--- config.mk ---
export PLATFORM = sky130hd
export DESIGN_NAME = radix_integer_to_ascii_flat
export DESIGN_NICKNAME = d
export VERILOG_FILES = /design/src/hw/rtl/rit_pkg.sv /design/src/hw/rtl/rit_if.sv /design/src/hw/rtl/rit_div.sv /design/src/hw/rtl/rit_store.sv /design/src/hw/rtl/radix_integer_to_ascii.sv /design/src/flat_wrapper.sv
export SDC_FILE = /design/constraint.sdc
export NUM_CORES = 1
export LEC_CHECK = 0
export ABC_CLOCK_PERIOD_IN_PS = 20400
export BUFFER_PORTS_ARGS = -buffer_cell sky130_fd_sc_hd__clkbuf_2
export CORE_AREA = 2 2 226 228
export CTS_CLUSTER_SIZE = 20
export DETAILED_ROUTE_END_ITERATION = 12
export DIE_AREA = 0 0 228 230
export GPL_TIMING_DRIVEN = 1
export HOLD_SLACK_MARGIN = 0.02
export SYNTH_ARGS = -nofsm -noshare
export SYNTH_HDL_FRONTEND = slang
export SYNTH_SLANG_ARGS = --single-unit
export TNS_END_PERCENT = 1
--- constraint.sdc ---
create_clock -name clk -period 20.4 [get_ports clk]
set_input_delay 0 -clock clk [delete_from_list [all_inputs] [get_ports clk]]
set_output_delay 0 -clock clk [all_outputs]
set_load 0.1 [all_outputs]
--- src/hw/rtl/rit_pkg.sv ---
// Shared constants, types and the digit-to-ASCII function for the
// radix integer to ASCII converter. No dependencies.
`default_nettype none

package rit_pkg;

  // Input value width and digit store depth
  localparam int VALUE_WIDTH = 64;
  localparam int MAX_DIGITS  = 64;

  // Port field widths
  localparam int IN_W    = 64;
  localparam int CHAR_W  = 7;
  localparam int DIGIT_W = 6;
  localparam int RADIX_W = 6;
  localparam int CFG_W   = 6;
  localparam int CFG_IDX_W = 1;

  // Divider: quotient bits resolved per cycle
  localparam int DIV_BITS   = 8;
  localparam int DIV_CYCLES = (VALUE_WIDTH + DIV_BITS - 1) / DIV_BITS;
  localparam int QW         = DIV_CYCLES * DIV_BITS;
  localparam int STEP_W     = $clog2(DIV_CYCLES + 1);

  localparam int IDX_W = (MAX_DIGITS > 1) ? $clog2(MAX_DIGITS) : 1;
  localparam int CNT_W = $clog2(MAX_DIGITS + 1);

  localparam logic [RADIX_W-1:0] RADIX_MIN   = RADIX_W'(2);
  localparam logic [RADIX_W-1:0] RADIX_MAX   = RADIX_W'(36);
  localparam logic [RADIX_W-1:0] RADIX_RESET = RADIX_W'(10);

  localparam logic [CHAR_W-1:0]  CH_ZERO      = CHAR_W'(48);  // '0'
  localparam logic [CHAR_W-1:0]  CH_UPPER_OFS = CHAR_W'(55);  // 'A' - 10
  localparam logic [CHAR_W-1:0]  CH_LOWER_OFS = CHAR_W'(87);  // 'a' - 10
  localparam logic [DIGIT_W-1:0] DIGIT_DEC_MAX = DIGIT_W'(9);

  // Configuration register indexes
  localparam logic [CFG_IDX_W-1:0] CFG_RADIX = 1'b0;
  localparam logic [CFG_IDX_W-1:0] CFG_UPPER = 1'b1;

  typedef enum logic [1:0] {
    ST_IDLE,
    ST_DIV,
    ST_RD,
    ST_OUT
  } rit_state_t;

  typedef struct packed {
    logic busy;
    logic done;
  } div_stat_t;

  function automatic logic [CHAR_W-1:0] digit_to_ascii(
    input logic [DIGIT_W-1:0] d,
    input logic               upper
  );
    logic [CHAR_W-1:0] ofs;
    if (d > DIGIT_DEC_MAX) begin
      ofs = upper ? CH_UPPER_OFS : CH_LOWER_OFS;
    end else begin
      ofs = CH_ZERO;
    end
    return CHAR_W'(d) + ofs;
  endfunction

endpackage

`default_nettype wire

--- src/hw/rtl/rit_if.sv ---
// Valid/ready channel interfaces for the converter's value input and digit output.
// Depends on rit_pkg.
`default_nettype none

interface rit_in_if;
  import rit_pkg::*;
  logic            valid;
  logic            ready;
  logic [IN_W-1:0] value;

  modport source (output valid, output value, input ready);
  modport sink   (input valid, input value, output ready);
endinterface

interface rit_out_if;
  import rit_pkg::*;
  logic              valid;
  logic              ready;
  logic [CHAR_W-1:0] digit_char;
  logic              last_digit;

  modport source (output valid, output digit_char, output last_digit, input ready);
  modport sink   (input valid, input digit_char, input last_digit, output ready);
endinterface

`default_nettype wire

--- src/hw/rtl/rit_div.sv ---
// Iterative divider by a small radix: DIV_BITS quotient bits per cycle,
// restoring compare/subtract on a 6-bit remainder. Depends on rit_pkg.
`default_nettype none

module rit_div (
  input  wire logic                        clk,
  input  wire logic                        rst_n,
  input  wire logic                        start,
  input  wire logic [rit_pkg::QW-1:0]      dividend,
  input  wire logic [rit_pkg::RADIX_W-1:0] divisor,
  output rit_pkg::div_stat_t               stat,
  output logic [rit_pkg::QW-1:0]           quotient,
  output logic [rit_pkg::DIGIT_W-1:0]      remainder
);
  import rit_pkg::*;

  logic [QW-1:0]      q_r, q_nxt;
  logic [DIGIT_W-1:0] rem_r, rem_nxt;
  logic [STEP_W-1:0]  cnt_r;
  logic               busy_r, done_r;

  // One cycle's worth of shift/compare/subtract steps
  always_comb begin
    logic [DIGIT_W:0] t;
    q_nxt   = q_r;
    rem_nxt = rem_r;
    for (int i = 0; i < DIV_BITS; i++) begin
      t     = {rem_nxt, q_nxt[QW-1]};
      q_nxt = {q_nxt[QW-2:0], 1'b0};
      if (t >= {1'b0, divisor}) begin
        rem_nxt  = DIGIT_W'(t - {1'b0, divisor});
        q_nxt[0] = 1'b1;
      end else begin
        rem_nxt = t[DIGIT_W-1:0];
      end
    end
  end

  always_ff @(posedge clk) begin
    if (!rst_n) begin
      busy_r <= 1'b0;
      done_r <= 1'b0;
      cnt_r  <= '0;
    end else begin
      done_r <= 1'b0;
      if (start) begin
        busy_r <= 1'b1;
        cnt_r  <= STEP_W'(DIV_CYCLES);
      end else if (busy_r) begin
        cnt_r <= cnt_r - STEP_W'(1);
        if (cnt_r == STEP_W'(1)) begin
          busy_r <= 1'b0;
          done_r <= 1'b1;
        end
      end
    end
  end

  always_ff @(posedge clk) begin
    if (start) begin
      q_r   <= dividend;
      rem_r <= '0;
    end else if (busy_r) begin
      q_r   <= q_nxt;
      rem_r <= rem_nxt;
    end
  end

  assign stat.busy = busy_r;
  assign stat.done = done_r;
  assign quotient  = q_r;
  assign remainder = rem_r;

endmodule

`default_nettype wire

--- src/hw/rtl/rit_store.sv ---
// Digit store: MAX_DIGITS x 6-bit memory, one write and one registered read
// port. Depends on rit_pkg.
`default_nettype none

module rit_store (
  input  wire logic                        clk,
  input  wire logic                        we,
  input  wire logic [rit_pkg::IDX_W-1:0]   waddr,
  input  wire logic [rit_pkg::DIGIT_W-1:0] wdata,
  input  wire logic                        re,
  input  wire logic [rit_pkg::IDX_W-1:0]   raddr,
  output logic [rit_pkg::DIGIT_W-1:0]      rdata
);
  import rit_pkg::*;

  logic [DIGIT_W-1:0] mem [MAX_DIGITS];
  logic [DIGIT_W-1:0] rdata_r;

  always_ff @(posedge clk) begin
    if (we) begin
      mem[waddr] <= wdata;
    end
    if (re) begin
      rdata_r <= mem[raddr];
    end
  end

  assign rdata = rdata_r;

endmodule

`default_nettype wire

--- src/hw/rtl/radix_integer_to_ascii.sv ---
// Radix integer to ASCII converter, top level. Uses rit_pkg, rit_if, rit_div, rit_store.
// Operation: each digit is one pass of the shared divider, and its remainder is written to the
// digit store; digits are then read back most significant first, each through ST_RD and ST_OUT.
// One value at a time: a new value is accepted only in idle, after its last digit is taken.
// Reset: synchronous active-low; radix 10, upper case, idle. Digit store is not cleared.
`default_nettype none

module radix_integer_to_ascii (
  input  wire logic                          clk,
  input  wire logic                          rst_n,
  rit_in_if.sink                             in_chan,
  rit_out_if.source                          out_chan,
  input  wire logic                          cfg_we,
  input  wire logic [rit_pkg::CFG_IDX_W-1:0] cfg_idx,
  input  wire logic [rit_pkg::CFG_W-1:0]     cfg_data
);
  import rit_pkg::*;

  rit_state_t         state_r, state_nxt;
  logic [RADIX_W-1:0] radix_r;
  logic               upper_r;
  logic [CNT_W-1:0]   cnt_r, cnt_nxt;
  logic [IDX_W-1:0]   rp_r, rp_nxt;

  logic               div_start;
  logic [QW-1:0]      div_dividend;
  div_stat_t          div_stat;
  logic [QW-1:0]      div_quot;
  logic [DIGIT_W-1:0] div_rem;

  logic               st_we, st_re;
  logic [DIGIT_W-1:0] st_rdata;
  logic [CNT_W-1:0]   cnt_inc;

  // Configuration registers, radix clamped to 2..36
  always_ff @(posedge clk) begin
    if (!rst_n) begin
      radix_r <= RADIX_RESET;
      upper_r <= 1'b1;
    end else if (cfg_we) begin
      unique case (cfg_idx)
        CFG_RADIX: begin
          if (cfg_data < RADIX_MIN) begin
            radix_r <= RADIX_MIN;
          end else if (cfg_data > RADIX_MAX) begin
            radix_r <= RADIX_MAX;
          end else begin
            radix_r <= cfg_data;
          end
        end
        CFG_UPPER: upper_r <= cfg_data[0];
        default:   ;
      endcase
    end
  end

  rit_div u_div (
    .clk       (clk),
    .rst_n     (rst_n),
    .start     (div_start),
    .dividend  (div_dividend),
    .divisor   (radix_r),
    .stat      (div_stat),
    .quotient  (div_quot),
    .remainder (div_rem)
  );

  rit_store u_store (
    .clk   (clk),
    .we    (st_we),
    .waddr (cnt_r[IDX_W-1:0]),
    .wdata (div_rem),
    .re    (st_re),
    .raddr (rp_r),
    .rdata (st_rdata)
  );

  assign cnt_inc = cnt_r + CNT_W'(1);

  always_ff @(posedge clk) begin
    if (!rst_n) begin
      state_r <= ST_IDLE;
      cnt_r   <= '0;
      rp_r    <= '0;
    end else begin
      state_r <= state_nxt;
      cnt_r   <= cnt_nxt;
      rp_r    <= rp_nxt;
    end
  end

  always_comb begin
    state_nxt    = state_r;
    cnt_nxt      = cnt_r;
    rp_nxt       = rp_r;
    div_start    = 1'b0;
    div_dividend = div_quot;
    st_we        = 1'b0;
    st_re        = 1'b0;
    unique case (state_r)
      ST_IDLE: begin
        div_dividend = QW'(in_chan.value[VALUE_WIDTH-1:0]);
        if (in_chan.valid) begin
          div_start = 1'b1;
          cnt_nxt   = '0;
          state_nxt = ST_DIV;
        end
      end
      ST_DIV: begin
        if (div_stat.done) begin
          st_we   = 1'b1;
          cnt_nxt = cnt_inc;
          // keep dividing while a quotient is left and the store has room
          if (div_quot != '0 && cnt_inc < CNT_W'(MAX_DIGITS)) begin
            div_start = 1'b1;
          end else begin
            rp_nxt    = cnt_r[IDX_W-1:0];
            state_nxt = ST_RD;
          end
        end
      end
      ST_RD: begin
        st_re     = 1'b1;
        state_nxt = ST_OUT;
      end
      ST_OUT: begin
        if (out_chan.ready) begin
          if (rp_r == '0) begin
            state_nxt = ST_IDLE;
          end else begin
            rp_nxt    = rp_r - IDX_W'(1);
            state_nxt = ST_RD;
          end
        end
      end
      default: state_nxt = ST_IDLE;
    endcase
  end

  assign in_chan.ready       = (state_r == ST_IDLE);
  assign out_chan.valid      = (state_r == ST_OUT);
  assign out_chan.digit_char = digit_to_ascii(st_rdata, upper_r);
  assign out_chan.last_digit = (rp_r == '0);

endmodule

`default_nettype wire

--- src/flat_wrapper.sv ---
// flat-port wrapper written by rule: the top's interface ports become plain ports
module radix_integer_to_ascii_flat import rit_pkg::*;
  (clk, rst_n, cfg_we, cfg_idx, cfg_data, in_chan_valid, in_chan_value, in_chan_ready, out_chan_valid, out_chan_digit_char, out_chan_last_digit, out_chan_ready);
  rit_in_if in_chan_i ();
  rit_out_if out_chan_i ();
  input  wire logic clk;
  input  wire logic rst_n;
  input  wire logic cfg_we;
  input  wire logic [rit_pkg::CFG_IDX_W-1:0] cfg_idx;
  input  wire logic [rit_pkg::CFG_W-1:0] cfg_data;
  input wire logic [$bits(in_chan_i.valid)-1:0] in_chan_valid;
  input wire logic [$bits(in_chan_i.value)-1:0] in_chan_value;
  output wire logic [$bits(in_chan_i.ready)-1:0] in_chan_ready;
  output wire logic [$bits(out_chan_i.valid)-1:0] out_chan_valid;
  output wire logic [$bits(out_chan_i.digit_char)-1:0] out_chan_digit_char;
  output wire logic [$bits(out_chan_i.last_digit)-1:0] out_chan_last_digit;
  input wire logic [$bits(out_chan_i.ready)-1:0] out_chan_ready;
  assign in_chan_i.valid = in_chan_valid;
  assign in_chan_i.value = in_chan_value;
  assign in_chan_ready = in_chan_i.ready;
  assign out_chan_valid = out_chan_i.valid;
  assign out_chan_digit_char = out_chan_i.digit_char;
  assign out_chan_last_digit = out_chan_i.last_digit;
  assign out_chan_i.ready = out_chan_ready;
  radix_integer_to_ascii u_core (.clk(clk), .rst_n(rst_n), .in_chan(in_chan_i), .out_chan(out_chan_i), .cfg_we(cfg_we), .cfg_idx(cfg_idx), .cfg_data(cfg_data));
endmodule
==> impl_table.tex <==
\begin{tabular}{lr}
\hline
Metric & Value \\
\hline
\multicolumn{2}{l}{\textbf{Clocking}} \\
Cts bufs inserted & 52 \\
Clock net sink count & between 400 and 500 \\
Buffer depth of the longest clock path & 3 \\
Total of cells resized after clock tree synthesis & 0 \\
Insertion delay of the later-clocked pin in the worst-skew pair & about 0.62 ns \\
Clk slew on worst S/H paths & about 0.06 ns \\
H-tree level count & 2 \\
Buffers inserted by post-CTS timing repair & 0 \\
Root buf cell & sky130\_fd\_sc\_hd\_\_clkbuf\_16 \\
Clock tree from TritonCTS & built \\
CTS Hold Buffers Added & 86 \\
\multicolumn{2}{l}{\textbf{Global routing}} \\
Largest net degree at the start of global routing & 73 \\
GRT Resource Usage Total & 19.9\% \\
Met1 global-route usage & 24.7\% \\
Global-route wire length before repair & around 80000 um \\
Antenna violations before repair & 0 \\
Global-route layer with the greatest usage & met2 \\
Met3 GRT Util & under 10\% \\
Leftover overflow at the end of global routing & 0 \\
Via count of the first global-routing pass & 13.7k \\
Met2 Use GR & 35.7\% \\
\multicolumn{2}{l}{\textbf{Final layout}} \\
Count of nets after finishing & 1800 \\
Layout overhead on the synthesized area & 16.3\% \\
Finished Layout Cells & 2373 \\
Diode insertion count for antenna repair & 0 \\
Share of final-layout standard cells stronger than drive strength 1 & 21.3\% \\
Area of the multi-input gates & 0.00760 mm2 \\
Sequential cell area & 0.0143 mm2 \\
Utilization after layout & 52.1\% \\
Number of fill cells & 4136 \\
\multicolumn{2}{l}{\textbf{Synth}} \\
Average size of a mapped cell & approximately 15 um2 \\
Most area-consuming cells after synthesis & sky130\_fd\_sc\_hd\_\_edfxtp\_1, sky130\_fd\_sc\_hd\_\_mux4\_2, sky130\_fd\_sc\_hd\_\_nand2\_1 \\
Cell area after synthesis & 0.0223 mm2 \\
Sequential share of the synthesized area & around 64\% \\
Main flop type after synthesis & sky130\_fd\_sc\_hd\_\_edfxtp\_1 \\
Number of flops mapped to enable cells by yosys & 454 \\
Area share of the largest cell type after synthesis & 61.1\% \\
Leading cell type by number of instances after synthesis & sky130\_fd\_sc\_hd\_\_edfxtp\_1 \\
Asr flop ratio synth & 0\% \\
Number of synthesized register bits & 488 \\
Post-synthesis instance total & around 1.5k \\
Commonest cells post-synth & sky130\_fd\_sc\_hd\_\_edfxtp\_1, sky130\_fd\_sc\_hd\_\_nand2\_1, sky130\_fd\_sc\_hd\_\_mux4\_2, sky130\_fd\_sc\_hd\_\_nor2\_1, sky130\_fd\_sc\_hd\_\_ha\_1 \\
Synth cell types & 75 \\
Yosys Warn Count & 0 \\
Leading area contributor after synthesis & sky130\_fd\_sc\_hd\_\_edfxtp\_1 \\
Net count of the mapped netlist & 1621 \\
\multicolumn{2}{l}{\textbf{Drt}} \\
DRT Pass-1 Iters & 6 \\
Routed via count & approximately 13k \\
Count of antenna-violating nets left after detailed routing & 0 \\
Average via count per standard cell & 5.49 \\
Post-detailed-routing wire length & a little over 50000 um \\
Drt initial violations & 965 \\
Remaining DRCs & 0 \\
Routed wire length per instance & about 22 um \\
\multicolumn{2}{l}{\textbf{Floorplanning}} \\
Area of the die & between 0.05 and 0.06 mm2 \\
Row cnt & between 80 and 90 \\
Starting density of the core & approximately 45\% \\
Number of placed I/O pins & 86 \\
Floorplan die height & 230 um \\
Core area & 0.0499 mm2 \\
Die width & 228 um \\
\multicolumn{2}{l}{\textbf{STA}} \\
Final setup fails & 0 \\
Final-layout setup total negative slack & 0 ns \\
Final Max Tran Viols & 0 \\
Final Skew & between 0.05 and 0.06 ns \\
Worst hold margin & 0.209 ns \\
Hold violation count in the final report & 0 \\
Fmax & 54.9 MHz \\
Max transition margin & roughly two fifths \\
Unrepaired setup endpoints after global routing & false \\
Period minus WS final & 18.21 ns \\
Fraction of the cycle the final worst path needs & 89.3\% \\
Slew at the pin closest to its max-slew limit & 0.914 ns \\
\multicolumn{2}{l}{\textbf{Setup path}} \\
Critical Path Fanout Max & 12 \\
Crit Path Class & reg -> reg \\
Buffering stage count on the worst path with inverters included & 6 \\
Kind of cell adding the most delay to the critical path & compound AO/OA/AOI/OAI gates \\
Data required time of the worst path & between 20 and 25 ns \\
Largest incremental delay on the critical path & around 0.66 ns \\
Slowest cell on the critical path & sky130\_fd\_sc\_hd\_\_a2111oi\_4 \\
Sort of element at the end of the critical path & flip-flop \\
Critical path startpoint category & flip-flop \\
Cell mode on critical path & sky130\_fd\_sc\_hd\_\_a21o\_1 \\
Critical path arrival & 18.56 ns \\
\multicolumn{2}{l}{\textbf{Status}} \\
Result of the run & complete, no violations \\
\multicolumn{2}{l}{\textbf{Placed design}} \\
Input/output buffers & 85 \\
Number of cells in the design after placement & 2190 \\
HPWL reported at the end of detailed placement & 33400 um \\
GP Congestion & roughly 0.85 \\
\multicolumn{2}{l}{\textbf{Job}} \\
Max-Cap Viols & 0 \\
\multicolumn{2}{l}{\textbf{Worst hold path}} \\
Hold WC Path Type & in -> reg \\
\hline
\end{tabular}
-- flip-flops by register name, summed over array words and instances, names as in the netlist --
signal and cells:
u_core.upper_r 1, u_core.u_div.remainder 6, u_core.radix_r 6, u_core.u_div.done_r 1
u_core.u_div.busy_r 1, u_core.rp_r 6, u_core.u_div.quotient 64, u_core.u_store.rdata 6
u_core.u_store.mem 384, u_core.u_div.cnt_r 4, u_core.cnt_r 7, u_core.state_r 2
-- layout by cell type (no fill, tap or decap), types with 22 or more instances in the layout --
| master | Yosys | layout |
|---|---|---|
| sky130_fd_sc_hd__clkbuf_2 | 0 | 85 |
| sky130_fd_sc_hd__dlygate4sd3_1 | 0 | 86 |
| sky130_fd_sc_hd__ha_1 | 57 | 57 |
| sky130_fd_sc_hd__edfxtp_1 | 454 | 454 |
| sky130_fd_sc_hd__a21oi_1 | 36 | 36 |
| sky130_fd_sc_hd__nor2_1 | 112 | 111 |
| sky130_fd_sc_hd__dfxtp_1 | 34 | 25 |
| sky130_fd_sc_hd__nand2_1 | 232 | 232 |
| sky130_fd_sc_hd__mux2i_1 | 22 | 22 |
| sky130_fd_sc_hd__inv_1 | 45 | 45 |
| sky130_fd_sc_hd__clkbuf_16 | 0 | 52 |
| sky130_fd_sc_hd__o21ai_0 | 29 | 29 |
| sky130_fd_sc_hd__mux4_2 | 121 | 121 |
-- final timing paths --
| check | from | end | slack (ns) | cells past startpoint |
|---|---|---|---|---|
| setup / recovery | u_core.radix_r[1]$_SDFFE_PN1P_ | u_core.u_div.quotient[0]$_DFFE_PP_ | 2.19 | 76 |
| hold / removal | in_chan_value[51] | u_core.u_div.quotient[51]$_DFFE_PP_ | 0.21 | 4 |
| setup reg to reg | u_core.radix_r[1]$_SDFFE_PN1P_ | u_core.u_div.quotient[0]$_DFFE_PP_ | 2.19 | 76 |
| hold reg to reg | u_core.radix_r[5]$_SDFFE_PN0P_ | u_core.radix_r[5]$_SDFFE_PN0P_ | 0.48 | 2 |
-- tightest hold or removal path: stages --
cell and delay, ns:
sky130_fd_sc_hd__dlygate4sd3_1 0.52, sky130_fd_sc_hd__clkbuf_2 0.09, sky130_fd_sc_hd__nand2_1 0.04, sky130_fd_sc_hd__nand2_1 0.06
-- cell families after synthesis --
family	count (synthesis)	synth area share, %
AOI/OAI and AO/OA	161	5.04
xor gates and xnor gates	39	1.53
adders and majority gates	66	4.00
buffers and inverters	108	1.89
DFF	488	64.1
muxes	169	14.6
and+or+nand+nor	448	8.84
-- metrics by stage --
| step | instance area (um2) | setup WS, ns |
|---|---|---|
| 2_1_floorplan | 22300 | 3.99 |
| 3_3_place_gp | 23500 | 2.77 |
| 3_5_place_dp | 23500 | 2.29 |
| 4_1_cts | 26000 | 2.25 |
| 5_1_grt | 26000 | 0.695 |
| 6_report | 26000 | 2.19 |
-- layer usage --
metal  share of wire [%]  routed length (um)  vias to the layer above
met5                   0                   0                        -
met4                 2.9                1500                        0
met3                 4.9                2560                      105
met2                  52               26800                      356
met1                  40               21000                     6542
li1                    -                   -                     6023
-- final cells by class --
class,count,area share (%)
sequential,488,55.2
clock inverter,23,0.732
tap,672,3.24
inverter,47,0.679
multi-input combinational,883,29.3
clock buffer,74,5.52
timing repair buffer,186,5.39
Power is left out: the tool's default activity adds up to more than one toggle a clock period on the data nets, which glitch-free logic cannot reach.
